**config.mk**
```make
export PLATFORM = sky130hd
export DESIGN_NAME = button_debounce_long_press_core
export DESIGN_NICKNAME = d
export VERILOG_FILES = /design/src/hdl/bdlp_pkg.sv /design/src/hdl/button_debounce_long_press_core.sv /design/src/hdl/bdlp_cfg.sv /design/src/hdl/bdlp_lane.sv
export SDC_FILE = /design/constraint.sdc
export NUM_CORES = 2
export LEC_CHECK = 0
export BUFFER_PORTS_ARGS = -buffer_cell sky130_fd_sc_hd__buf_4
export CAP_MARGIN = 20
export CORE_ASPECT_RATIO = 1.75
export CORE_MARGIN = 3
export CORE_UTILIZATION = 35
export CTS_CLUSTER_SIZE = 30
export DETAILED_ROUTE_END_ITERATION = 16
export GPL_ROUTABILITY_DRIVEN = 0
export GPL_TIMING_DRIVEN = 0
export PLACE_DENSITY = 0.55
export REMOVE_ABC_BUFFERS = 1
export SLEW_MARGIN = 10
export SYNTH_ARGS = -nofsm -noshare
export SYNTH_HDL_FRONTEND = slang
export SYNTH_SLANG_ARGS = --single-unit
```
**constraint.sdc**
```tcl
create_clock -name clk_i -period 6.9 [get_ports clk_i]
set_clock_uncertainty 0.2 [all_clocks]
set_input_delay 1.38 -clock clk_i [delete_from_list [all_inputs] [get_ports clk_i]]
set_output_delay 1.38 -clock clk_i [all_outputs]
set_load 0.1 [all_outputs]
```
**src/hdl/bdlp_pkg.sv**
```systemverilog
// ----------------------------------------------------------------------------
// bdlp_pkg
// Shared types and constants for the button debounce and long press block.
// ----------------------------------------------------------------------------
package bdlp_pkg;

  localparam int unsigned BUTTONS   = 7;
  localparam int unsigned PinW      = 7;
  localparam int unsigned IdxW      = 3;
  localparam int unsigned TimeW     = 32;
  localparam int unsigned DebW      = 16;
  localparam int unsigned AddrW     = 4;
  localparam int unsigned DataW     = 32;

  localparam logic [DebW-1:0]  DebounceReset  = 16'd50;
  localparam logic [TimeW-1:0] LongPressReset = 32'd1000;

  typedef enum logic {
    OP_EDGE = 1'b0,
    OP_POLL = 1'b1
  } op_e;

  typedef enum logic [1:0] {
    REG_DEBOUNCE   = 2'd0,
    REG_LONG_PRESS = 2'd1,
    REG_SHORT_EN   = 2'd2,
    REG_LONG_EN    = 2'd3
  } reg_idx_e;

  typedef struct packed {
    logic [DebW-1:0]  bounce_window;
    logic [TimeW-1:0] long_press_ms;
    logic [PinW-1:0]  short_enable_mask;
    logic [PinW-1:0]  long_enable_mask;
  } cfg_t;

  typedef struct packed {
    logic edge_hit;
    logic poll;
    logic pin_up;
    logic short_en;
    logic long_en;
  } lane_ctrl_t;

endpackage

```
**src/hdl/button_debounce_long_press_core.sv**
```systemverilog
// ----------------------------------------------------------------------------
// button_debounce_long_press_core
// Debounce and short/long press detection for a bank of buttons in lanes.
// ----------------------------------------------------------------------------
//  channel | direction | handshake               | payload
//  in      | input     | in_valid_i/in_stall_o   | operation, button_index, pin_levels, now_ms
//  out     | output    | out_valid_o/out_stall_i | short_press_mask, long_press_mask
//  cfg     | input     | apb psel/penable        | paddr, pwdata, prdata
//
//  one beat per cycle while in_stall_o is low; every lane evaluates the accepted beat
//  combinationally and, when the output is free, the merged masks are registered at
//  the accepting edge, offered next cycle; while the output is stalled a skid register takes
//  one more beat, after that in_stall_o stays high until the output drains
//  reset clears all per-button state and loads the register defaults
// ----------------------------------------------------------------------------
module button_debounce_long_press_core import bdlp_pkg::*; (
  input  logic             clk_i,
  input  logic             rst_ni,
  input  logic             in_valid_i,
  output logic             in_stall_o,
  input  logic             operation_i,
  input  logic [IdxW-1:0]  button_index_i,
  input  logic [PinW-1:0]  pin_levels_i,
  input  logic [TimeW-1:0] now_ms_i,
  output logic             out_valid_o,
  input  logic             out_stall_i,
  output logic [PinW-1:0]  short_press_mask_o,
  output logic [PinW-1:0]  long_press_mask_o,
  input  logic             psel,
  input  logic             penable,
  input  logic             pwrite,
  input  logic [AddrW-1:0] paddr,
  input  logic [DataW-1:0] pwdata,
  output logic [DataW-1:0] prdata,
  output logic             pready
);

  cfg_t                 cfg;
  logic                 acc;
  op_e                  op;
  logic [BUTTONS-1:0]   lane_short;
  logic [BUTTONS-1:0]   lane_long;
  logic [PinW-1:0]      res_short;
  logic [PinW-1:0]      res_long;

  logic                 out_valid_q, out_valid_d;
  logic [PinW-1:0]      out_short_q, out_short_d;
  logic [PinW-1:0]      out_long_q, out_long_d;
  logic                 skid_valid_q, skid_valid_d;
  logic [PinW-1:0]      skid_short_q, skid_short_d;
  logic [PinW-1:0]      skid_long_q, skid_long_d;

  bdlp_cfg u_cfg (
    .clk_i   (clk_i),
    .rst_ni  (rst_ni),
    .psel    (psel),
    .penable (penable),
    .pwrite  (pwrite),
    .paddr   (paddr),
    .pwdata  (pwdata),
    .prdata  (prdata),
    .pready  (pready),
    .cfg_o   (cfg)
  );

  assign in_stall_o = skid_valid_q;
  assign acc        = in_valid_i & ~skid_valid_q;
  assign op         = op_e'(operation_i);

  for (genvar i = 0; i < BUTTONS; i++) begin : g_lane
    lane_ctrl_t ctrl;
    assign ctrl.edge_hit = acc && (op == OP_EDGE) && (32'(button_index_i) == i);
    assign ctrl.poll     = acc && (op == OP_POLL);
    if (i < PinW) begin : g_pin
      assign ctrl.pin_up   = pin_levels_i[i];
      assign ctrl.short_en = cfg.short_enable_mask[i];
      assign ctrl.long_en  = cfg.long_enable_mask[i];
    end else begin : g_nopin
      assign ctrl.pin_up   = 1'b0;
      assign ctrl.short_en = 1'b0;
      assign ctrl.long_en  = 1'b0;
    end
    bdlp_lane u_lane (
      .clk_i           (clk_i),
      .rst_ni          (rst_ni),
      .ctrl_i          (ctrl),
      .now_ms_i        (now_ms_i),
      .bounce_window_i (cfg.bounce_window),
      .long_press_ms_i (cfg.long_press_ms),
      .short_o         (lane_short[i]),
      .long_o          (lane_long[i])
    );
  end

  // merge lane reports into the result masks
  for (genvar j = 0; j < PinW; j++) begin : g_merge
    if (j < BUTTONS) begin : g_used
      assign res_short[j] = lane_short[j];
      assign res_long[j]  = lane_long[j];
    end else begin : g_unused
      assign res_short[j] = 1'b0;
      assign res_long[j]  = 1'b0;
    end
  end

  always_comb begin
    out_valid_d  = out_valid_q;
    out_short_d  = out_short_q;
    out_long_d   = out_long_q;
    skid_valid_d = skid_valid_q;
    skid_short_d = skid_short_q;
    skid_long_d  = skid_long_q;
    if (!out_valid_q || !out_stall_i) begin
      out_valid_d  = skid_valid_q | acc;
      out_short_d  = skid_valid_q ? skid_short_q : res_short;
      out_long_d   = skid_valid_q ? skid_long_q : res_long;
      skid_valid_d = 1'b0;
    end else if (acc) begin
      skid_valid_d = 1'b1;
      skid_short_d = res_short;
      skid_long_d  = res_long;
    end
  end

  always_ff @(posedge clk_i or negedge rst_ni) begin
    if (!rst_ni) begin
      out_valid_q  <= 1'b0;
      skid_valid_q <= 1'b0;
    end else begin
      out_valid_q  <= out_valid_d;
      skid_valid_q <= skid_valid_d;
    end
  end

  always_ff @(posedge clk_i) begin
    out_short_q  <= out_short_d;
    out_long_q   <= out_long_d;
    skid_short_q <= skid_short_d;
    skid_long_q  <= skid_long_d;
  end

  assign out_valid_o        = out_valid_q;
  assign short_press_mask_o = out_short_q;
  assign long_press_mask_o  = out_long_q;

endmodule

```
**src/hdl/bdlp_cfg.sv**
```systemverilog
// ----------------------------------------------------------------------------
// bdlp_cfg
// APB register file holding debounce time, long press time and enable masks.
// ----------------------------------------------------------------------------
module bdlp_cfg import bdlp_pkg::*; (
  input  logic             clk_i,
  input  logic             rst_ni,
  input  logic             psel,
  input  logic             penable,
  input  logic             pwrite,
  input  logic [AddrW-1:0] paddr,
  input  logic [DataW-1:0] pwdata,
  output logic [DataW-1:0] prdata,
  output logic             pready,
  output cfg_t             cfg_o
);

  cfg_t     cfg_q, cfg_d;
  reg_idx_e idx;
  logic     wr_en;

  assign pready = 1'b1;
  assign idx    = reg_idx_e'(paddr[3:2]);
  assign wr_en  = psel & penable & pwrite;
  assign cfg_o  = cfg_q;

  always_comb begin
    cfg_d = cfg_q;
    if (wr_en) begin
      case (idx)
        REG_DEBOUNCE:   cfg_d.bounce_window     = pwdata[DebW-1:0];
        REG_LONG_PRESS: cfg_d.long_press_ms     = pwdata[TimeW-1:0];
        REG_SHORT_EN:   cfg_d.short_enable_mask = pwdata[PinW-1:0];
        REG_LONG_EN:    cfg_d.long_enable_mask  = pwdata[PinW-1:0];
        default:        cfg_d = cfg_q;
      endcase
    end
  end

  always_comb begin
    case (idx)
      REG_DEBOUNCE:   prdata = {{(DataW-DebW){1'b0}}, cfg_q.bounce_window};
      REG_LONG_PRESS: prdata = cfg_q.long_press_ms;
      REG_SHORT_EN:   prdata = {{(DataW-PinW){1'b0}}, cfg_q.short_enable_mask};
      REG_LONG_EN:    prdata = {{(DataW-PinW){1'b0}}, cfg_q.long_enable_mask};
      default:        prdata = '0;
    endcase
  end

  always_ff @(posedge clk_i or negedge rst_ni) begin
    if (!rst_ni) begin
      cfg_q.bounce_window     <= DebounceReset;
      cfg_q.long_press_ms     <= LongPressReset;
      cfg_q.short_enable_mask <= '0;
      cfg_q.long_enable_mask  <= '0;
    end else begin
      cfg_q <= cfg_d;
    end
  end

endmodule

```
**src/hdl/bdlp_lane.sv**
```systemverilog
// ----------------------------------------------------------------------------
// bdlp_lane
// Per-button lane: debounce filter, press timing and short/long press decision.
// ----------------------------------------------------------------------------
module bdlp_lane import bdlp_pkg::*; (
  input  logic             clk_i,
  input  logic             rst_ni,
  input  lane_ctrl_t       ctrl_i,
  input  logic [TimeW-1:0] now_ms_i,
  input  logic [DebW-1:0]  bounce_window_i,
  input  logic [TimeW-1:0] long_press_ms_i,
  output logic             short_o,
  output logic             long_o
);

  logic [TimeW-1:0] last_edge_q, last_edge_d;
  logic [TimeW-1:0] start_q, start_d;
  logic             active_q, active_d;
  logic             seen_q, seen_d;
  logic [TimeW-1:0] since_edge;
  logic [TimeW-1:0] held_for;
  logic             edge_ok;
  logic             is_long;

  assign since_edge = now_ms_i - last_edge_q;
  assign held_for   = now_ms_i - start_q;
  assign edge_ok    = since_edge >= {{(TimeW-DebW){1'b0}}, bounce_window_i};
  assign is_long    = (start_q != '0) && (held_for > long_press_ms_i);

  always_comb begin
    last_edge_d = last_edge_q;
    start_d     = start_q;
    active_d    = active_q;
    seen_d      = seen_q;
    short_o     = 1'b0;
    long_o      = 1'b0;
    if (ctrl_i.edge_hit && edge_ok) begin
      last_edge_d = now_ms_i;
      if (!active_q) begin
        active_d = 1'b1;
        start_d  = now_ms_i;
      end
      seen_d = 1'b1;
    end else if (ctrl_i.poll && active_q) begin
      if (!ctrl_i.pin_up) begin
        if (is_long) begin
          long_o   = ctrl_i.long_en;
          active_d = 1'b0;
          start_d  = '0;
        end
      end else begin
        short_o  = seen_q & ctrl_i.short_en & (held_for <= long_press_ms_i);
        active_d = 1'b0;
        seen_d   = 1'b0;
        start_d  = '0;
      end
    end
  end

  always_ff @(posedge clk_i or negedge rst_ni) begin
    if (!rst_ni) begin
      last_edge_q <= '0;
      start_q     <= '0;
      active_q    <= 1'b0;
      seen_q      <= 1'b0;
    end else begin
      last_edge_q <= last_edge_d;
      start_q     <= start_d;
      active_q    <= active_d;
      seen_q      <= seen_d;
    end
  end

endmodule

```
**After elaboration in Yosys (flattened, before gate mapping)**

Cells that the tools add are included.

- Flip-flop bits (word level): 554
- Input port bits: 86
- Output and inout port bits: 49
- Logic and storage cells: 338

- $add $sub $neg: 14
- $lt $le $gt $ge: 21
- Equal/unequal tests: 16
- Muxes and demuxes: 138
- Bitwise gates (word level): 21
- Reductions and logical operators: 90

Operator list:

| cell | number |
|---|---|
| $mux 32 | 35 |
| $sub 32x32->32 | 14 |
| $ge 32x16->1 | 7 |
| $gt 32x32->1 | 7 |
| $le 32x32->1 | 7 |
| $reduce_bool 32->1 | 7 |
| $pmux 32 s4 | 1 |
| $mux 1 | 100 |
| $reduce_and 2->1 | 19 |
| $logic_and 1x1->1 | 30 |
| $reduce_bool 2->1 | 15 |
| $reduce_and 3->1 | 7 |
| $reduce_bool 3->1 | 7 |
| $and 1x1->1 | 17 |
| $mux 7 | 2 |
| $ne 2x2->1 const B | 7 |
| $eq 3x3->1 const B | 3 |
| $eq 3x2->1 const B | 2 |
| $eq 2x2->1 const B | 2 |
| $eq 3x1->1 const B | 1 |
| $logic_not 3->1 | 1 |
| $not 1->1 | 3 |
| $eq 2x1->1 const B | 1 |
| $logic_not 1->1 | 2 |
| 3 further kinds | 3 |

**Logic depth before layout (Yosys ltp)**

- Depth in word-level cells: 8
- Depth in mapped cells: 30
- Mapped depth without buffers: 29

**Hierarchy**

Synthesis repeated with hierarchy kept, for this count alone.

- Cells, all modules: 6659
- Area total of the unflattened synthesis: 56216.4 um2

Modules (own cells, without submodules):

| module | times used | cells each | area each (um2) | sequential area each (um2) |
|---|---|---|---|---|
| bdlp_lane (g_lane[0].u_lane ...) | 4 | 938 | 7606.0 | 1651.6 |
| bdlp_lane (g_lane[6].u_lane) | 1 | 884 | 7424.6 | 1651.6 |
| bdlp_lane (g_lane[1].u_lane) | 1 | 905 | 7252.0 | 1651.6 |
| bdlp_lane (g_lane[5].u_lane) | 1 | 871 | 7091.8 | 1651.6 |
| bdlp_cfg | 1 | 184 | 2845.2 | 1562.7 |
| button_debounce_long_press_core | 1 | 63 | 1178.6 | 890.9 |

**Worst setup path after synthesis**

No wires, ideal clock.

- Path type: input -> register
- From: input port now_ms_i[0]
- To: register g_lane[6].u_lane.start_q[1]
- Setup time: 81 ps
- Arrival: 6687 ps
- Data required time: 6619 ps
- Setup slack: -69 ps
- Cell stages on the path: 28
- Path buffers: 1
- Cells stage by stage: clkinv_1 ha_1 inv_1 fa_1 a21o_1 a21oi_1 nor2b_1 o311ai_0 a41oi_1 o211a_1 o21ai_0 a21boi_0 o21a_1 nor2_1 xnor2_1 ha_1 a21o_1 a21o_1 a21o_1 a221o_1 a21o_1 a211o_1 o31ai_1 nand2b_1 nand3_1 clkbuf_1 nand2_1 mux2i_1

- Word-level cells in the longest chain between the ends: 5
- Elaborated cells between the ends (all ways): 11
- Those cells by class: add/sub: 2; order compare: 2; eq/ne: 1; mux: 1; reduce/logical: 5

Ends and longest elaborated chain:

| element | RTL line | RTL |
|---|---|---|
| start: declaration | button_debounce_long_press_core.sv:24 | `input logic [TimeW-1:0] now_ms_i,` |
| $sub 32x32->32 (on tied branches) | bdlp_lane.sv:25, bdlp_lane.sv:26 |  |
| $ge 32x16->1 or $gt 32x32->1 (tied branches) | bdlp_lane.sv:27, bdlp_lane.sv:28 |  |
| $logic_and 1x1->1 (on tied branches) | bdlp_lane.sv:37, bdlp_lane.sv:28 |  |
| $ne 2x2->1 (no line) (tied with other cells) | -- |  |
| $reduce_and 3->1 (no line) | -- |  |
| end signal: assignment | bdlp_lane.sv:68 | `start_q <= start_d;` |
| end: declaration | bdlp_lane.sv:17 | `logic [TimeW-1:0] start_q, start_d;` |

Several ways; a longest one is shown, not always the timed one.
A chain may end at the register's enable or synchronous reset.

**Final worst setup path**

- From: input port now_ms_i[15]
- To: register g_lane[1].u_lane.start_q[31]

- Word-level cells in the longest chain between the ends: 5
- Elaborated cells between the ends (all ways): 11
- Those cells by class: add/sub: 2; order compare: 2; eq/ne: 1; mux: 1; reduce/logical: 5

Ends and longest elaborated chain:

| element | RTL line |
|---|---|
| $sub 32x32->32 (on tied branches) | bdlp_lane.sv:25, bdlp_lane.sv:26 |
| $ge 32x16->1 or $gt 32x32->1 (tied branches) | bdlp_lane.sv:27, bdlp_lane.sv:28 |
| $logic_and 1x1->1 (on tied branches) | bdlp_lane.sv:37, bdlp_lane.sv:28 |
| $ne 2x2->1 (no line) (tied with other cells) | -- |
| $reduce_and 3->1 (no line) | -- |
| end signal: assignment | bdlp_lane.sv:68 |
| end: declaration | bdlp_lane.sv:17 |

Several ways; a longest one is shown, not always the timed one.

==> impl_metrics.py <==
metrics = {
    "setup_path": {
        "critPathMaxStageDelay_ns": 0.74,
        "setup.worst_path.class": "primary input to register",
        "cp_max_fo": 25,
        "crit_end_element": "register",
        "critPathBufInv": 2,
        "crit_chain": "buf_4 > ha_1 > a21o_1 > a21o_1 > a32oi_1 > nand4_1 > and2_1 > a41o_1 > o21ba_2 > o31a_1 > o21a_1 > nor2_1 > xnor2_1 > ha_1 > nand4_1 > or2_2 > a21o_1 > a211oi_2 > o21bai_4 > buf_12 > nand2_1 > mux2i_1",
        "cp-start-kind": "primary input",
        "cp_common_cell": "a21o_1",
        "cpMaxStageDelayCell": "a32oi_1",
        "cp.required_ns": 7.21,
        "timing.critical_path.max_delay_family": "compound AO/OA/AOI/OAI gates",
        "r2r-start": "g_lane[0].u_lane.start_q[2]$_DFFE_PN0P_",
        "arrival_ns": 7.11,
        "cp-startpoint": "now_ms_i[15]",
    },
    "synthesis": {
        "synth-edff-count": 28,
        "synth.avg_cell_area_um2": 8.38,
        "netlist.top_cell.by_area": "dfrtp_1",
        "ffs_w_async_s_r_synth_pct": 94.9,
        "synth.yosys.seq_area_share_pct": 26.4,
        "synth_simple_gate_area_share_pct": 16.5,
        "synth_largest_type_area_fraction_pct": 24.4,
        "postSynthCellCount": 6339,
        "synthTopCellsByArea": "dfrtp_1 (24%), ha_1 (18%), o21ai_0 (4.6%), nand2_1 (4.5%), inv_1 (4.4%)",
        "synth_compound_gate_area_share_pct": 21.8,
        "post_synthesis_register_bit_count": 554,
        "synth_flop_cell": "dfrtp_1",
        "synth.cell_area_um2": 53100,
        "synth_fa_ha_area_share_pct": 18.7,
        "largest_family_of_logic_cells_by_synthesized_area": "compound AO/OA/AOI/OAI gates",
        "yosys_warnings": 0,
        "synth.mux.area_fraction_pct": 5.33,
        "yosys.area_share.xor_xnor_pct": 5.41,
        "synth_cell_types": 94,
    },
    "clock_network": {
        "htree_num_levels": 3,
        "numCtsBuffers": 66,
        "clock_tree.root_cell": "clkbuf_16",
        "worst_setup_hold_path_clk_slew_ns": 0.06,
        "cts.sinks": 554,
        "max-clock-path-buffers": 3,
        "cts_tree": "built",
        "clk_latency_ns": 0.69,
    },
    "grt": {
        "vias_in_the_first_global_route": 49600,
        "grtUsageTotal_pct": 25.3,
        "grt_max_degree": 102,
        "number_of_antenna_violations_at_the_first_check_in_global_routing": 5,
        "grt_pass1_wl_um": 298000,
        "overflow": 0,
    },
    "drt": {
        "detail_route.iter0.violations": 2957,
        "post_drt_wl_per_cell_um": 24.0,
        "antenna_violating_nets_left": 0,
        "drt_first_pass_iters": 6,
        "route.vias.total": 48800,
        "drt_drc_violations_left": 0,
        "viasPerCell": 5.71,
        "postRouteWirelength_um": 206000,
    },
    "timing": {
        "post-route-period-util_pct": 98.6,
        "worst_pin_slew_ns": 1.08,
        "grt_setup_unrepaired": "true",
        "max_freq_mhz": 147,
        "report.final.slew_viol_count": 0,
        "timing.max_slew.rel_slack_pct": 27.8,
        "post-route-min-period_ns": 6.80,
        "final.setup.tns_ns": 0,
        "timing.final.setup_violations": 0,
        "report.final.hold_viol_count": 0,
    },
    "power": {
        "leakagePower_nw": 27.9,
        "power.internal_w": 0.0128,
        "power_density_nw_per_um2": 404,
        "combPwrFrac_pct": 64.2,
        "power_frac_clock_pct": 15.5,
        "vdd.ir_drop.worst_uv": 209,
        "switchingPower_w": 0.0118,
        "swShare_pct": 47.9,
        "pwr-share-seq_pct": 20.3,
    },
    "cells_and_area": {
        "regArea_um2": 14000,
        "instances_no_fill": 8555,
        "final.fill_count": 15100,
        "final_cell_mix": "ha_1 (764), nand2_1 (630), inv_1 (625), dfrtp_1 (517), o21ai_0 (468)",
        "mostFrequentLayoutCell": "ha_1",
        "proportion_of_layout_cells_with_a_drive_suffix_above_1_pct": 9.64,
        "multi_input_area_um2": 37000,
        "finish.instance_area_um2": 60800,
        "layout.nets": 7377,
        "area_overhead_vs_synth_pct": 14.5,
    },
    "floorplan": {
        "floorplan.die.width_um": 300,
        "initial_core_util_pct": 35.3,
        "core_um2": 150000,
        "num_io_pins": 135,
        "num_rows": 188,
        "dieArea_um2": 157000,
        "chipHeight_um": 521,
    },
    "outcome": {
        "outcome": "finished, final reports clean",
    },
    "placed_design": {
        "placedCellCount": 8341,
        "buffer_ports.inserted": 131,
        "total_half_perimeter_wirelength_after_legalization_and_detailed_placement_um": 149000,
        "postPlaceCellArea_um2": 56700,
    },
    "hold_path": {
        "worst_min_delay_path_class": "register to register",
        "min_from": "g_lane[5].u_lane.last_edge_q[11]$_DFFE_PN0N_",
    },
    "run": {
        "drv.max_cap_violation_count": 0,
    },
}
## worst min-delay path, delay by kind of cell, from the launching register on
family,cells,cell delay (ns)
DFF,1,0.34
AOI/OAI and AO/OA,1,0.06
and+or+nand+nor,1,0.04
## power groups by stage
stage	sequential, W	combinational (W)	clock (W)
3_5_place_dp	0.00502	0.0149	0
6_report	0.00498	0.0158	0.00380
5_1_grt	0.00508	0.0174	0.00400
3_3_place_gp	0.00501	0.0144	0
2_1_floorplan	0.00477	0.0107	0
4_1_cts	0.00497	0.0153	0.00389
## stage by stage
stage | setup slack (ns) | power (W) | hold WS, ns | util [%]
final | 0.0958 | 0.0246 | 0.276 | 40.4
after global routing | -0.0558 | 0.0265 | 0.294 | 40.4
after CTS | 0.00679 | 0.0241 | 0.282 | 39.8
after detailed placement | -2.69 | 0.0199 | 0.267 | 37.7
after global placement | -11.35 | 0.0194 | 0.259 | 37.1
after floorplan | -4.66 | 0.0154 | 0.247 | -
## layout make-up
class                   instances  share of cell area [%]
multi-input cells            4994                    60.8
flip-flops and latches        554                    23.1
repair buffers                262                    4.32
well taps                    1995                    4.11
inverters                     627                    3.90
clock buffers                  86                    3.07
clock inverters                33                   0.675
repair inverters                2                  0.0288
diodes                          2                 0.00823
## final timing paths
| path | end | slack [ns] | cells past startpoint |
|---|---|---|---|
| max in group asynchronous | u_cfg.cfg_o[36]$_DFFE_PN0P_ | 4.32 | 4 |
| min in group asynchronous | g_lane[3].u_lane.last_edge_q[0]$_DFFE_PN0N_ | 0.39 | 1 |
| max | g_lane[1].u_lane.start_q[31]$_DFFE_PN0P_ | 0.1 | 22 |
| max reg2reg | g_lane[0].u_lane.start_q[27]$_DFFE_PN0P_ | 0.51 | 31 |
| min reg2reg | g_lane[5].u_lane.last_edge_q[11]$_DFFE_PN0N_ | 0.28 | 2 |
| min | g_lane[5].u_lane.last_edge_q[11]$_DFFE_PN0N_ | 0.28 | 2 |
## repair_timing
action,4_1_cts,5_1_grt
pin swaps,25,58
endpoints found under the setup margin,473,324
resized for setup,106,104
cloned,8,8
setup buffers,28,50
hold buffers,0,0
## per-layer routing
layer	wire length [um]	part of all wire [%]	global-route usage [%]	vias up
met5	0	0	0	-
met4	21300	10	21.2	0
met3	8300	4.0	2.89	606
met2	105000	51	47.3	1350
met1	70900	34	24.5	23700
li1	-	-	-	23200
## registers in the layout, indices dropped and copies added (netlist names)
name,flops
g_lane.u_lane.active_q,7
g_lane.u_lane.last_edge_q,224
g_lane.u_lane.seen_q,7
g_lane.u_lane.start_q,224
in_stall_o,1
long_press_mask_o,7
out_valid_o,1
short_press_mask_o,7
skid_long_q,7
skid_short_q,7
u_cfg.cfg_o,62
## Yosys cell counts (38+ instances only)
master	n
nor3_1	94
o21a_1	106
xor2_1	97
a211oi_1	57
a31oi_1	38
nand4_1	113
o21bai_1	53
xnor2_1	231
nand3_1	153
a21o_1	272
o21ai_0	490
mux2_2	47
nor2b_1	86
nor2_1	317
and3_1	52
a21oi_1	432
mux2i_1	214
dfrtp_1	517
nand2b_1	83
and2_1	42
nand2_1	631
clkbuf_1	121
o211ai_1	52
ha_1	770
nor4_1	83
inv_1	625
## kinds of logic after synthesis
logic type      Yosys count
flops                   554
simple gates           1793
buf+inv                 798
fa+ha+maj               784
compound gates         1813
xor+xnor                328
other cells               1
mux                     268
No activity file was read; power rests on OpenSTA's default activity.
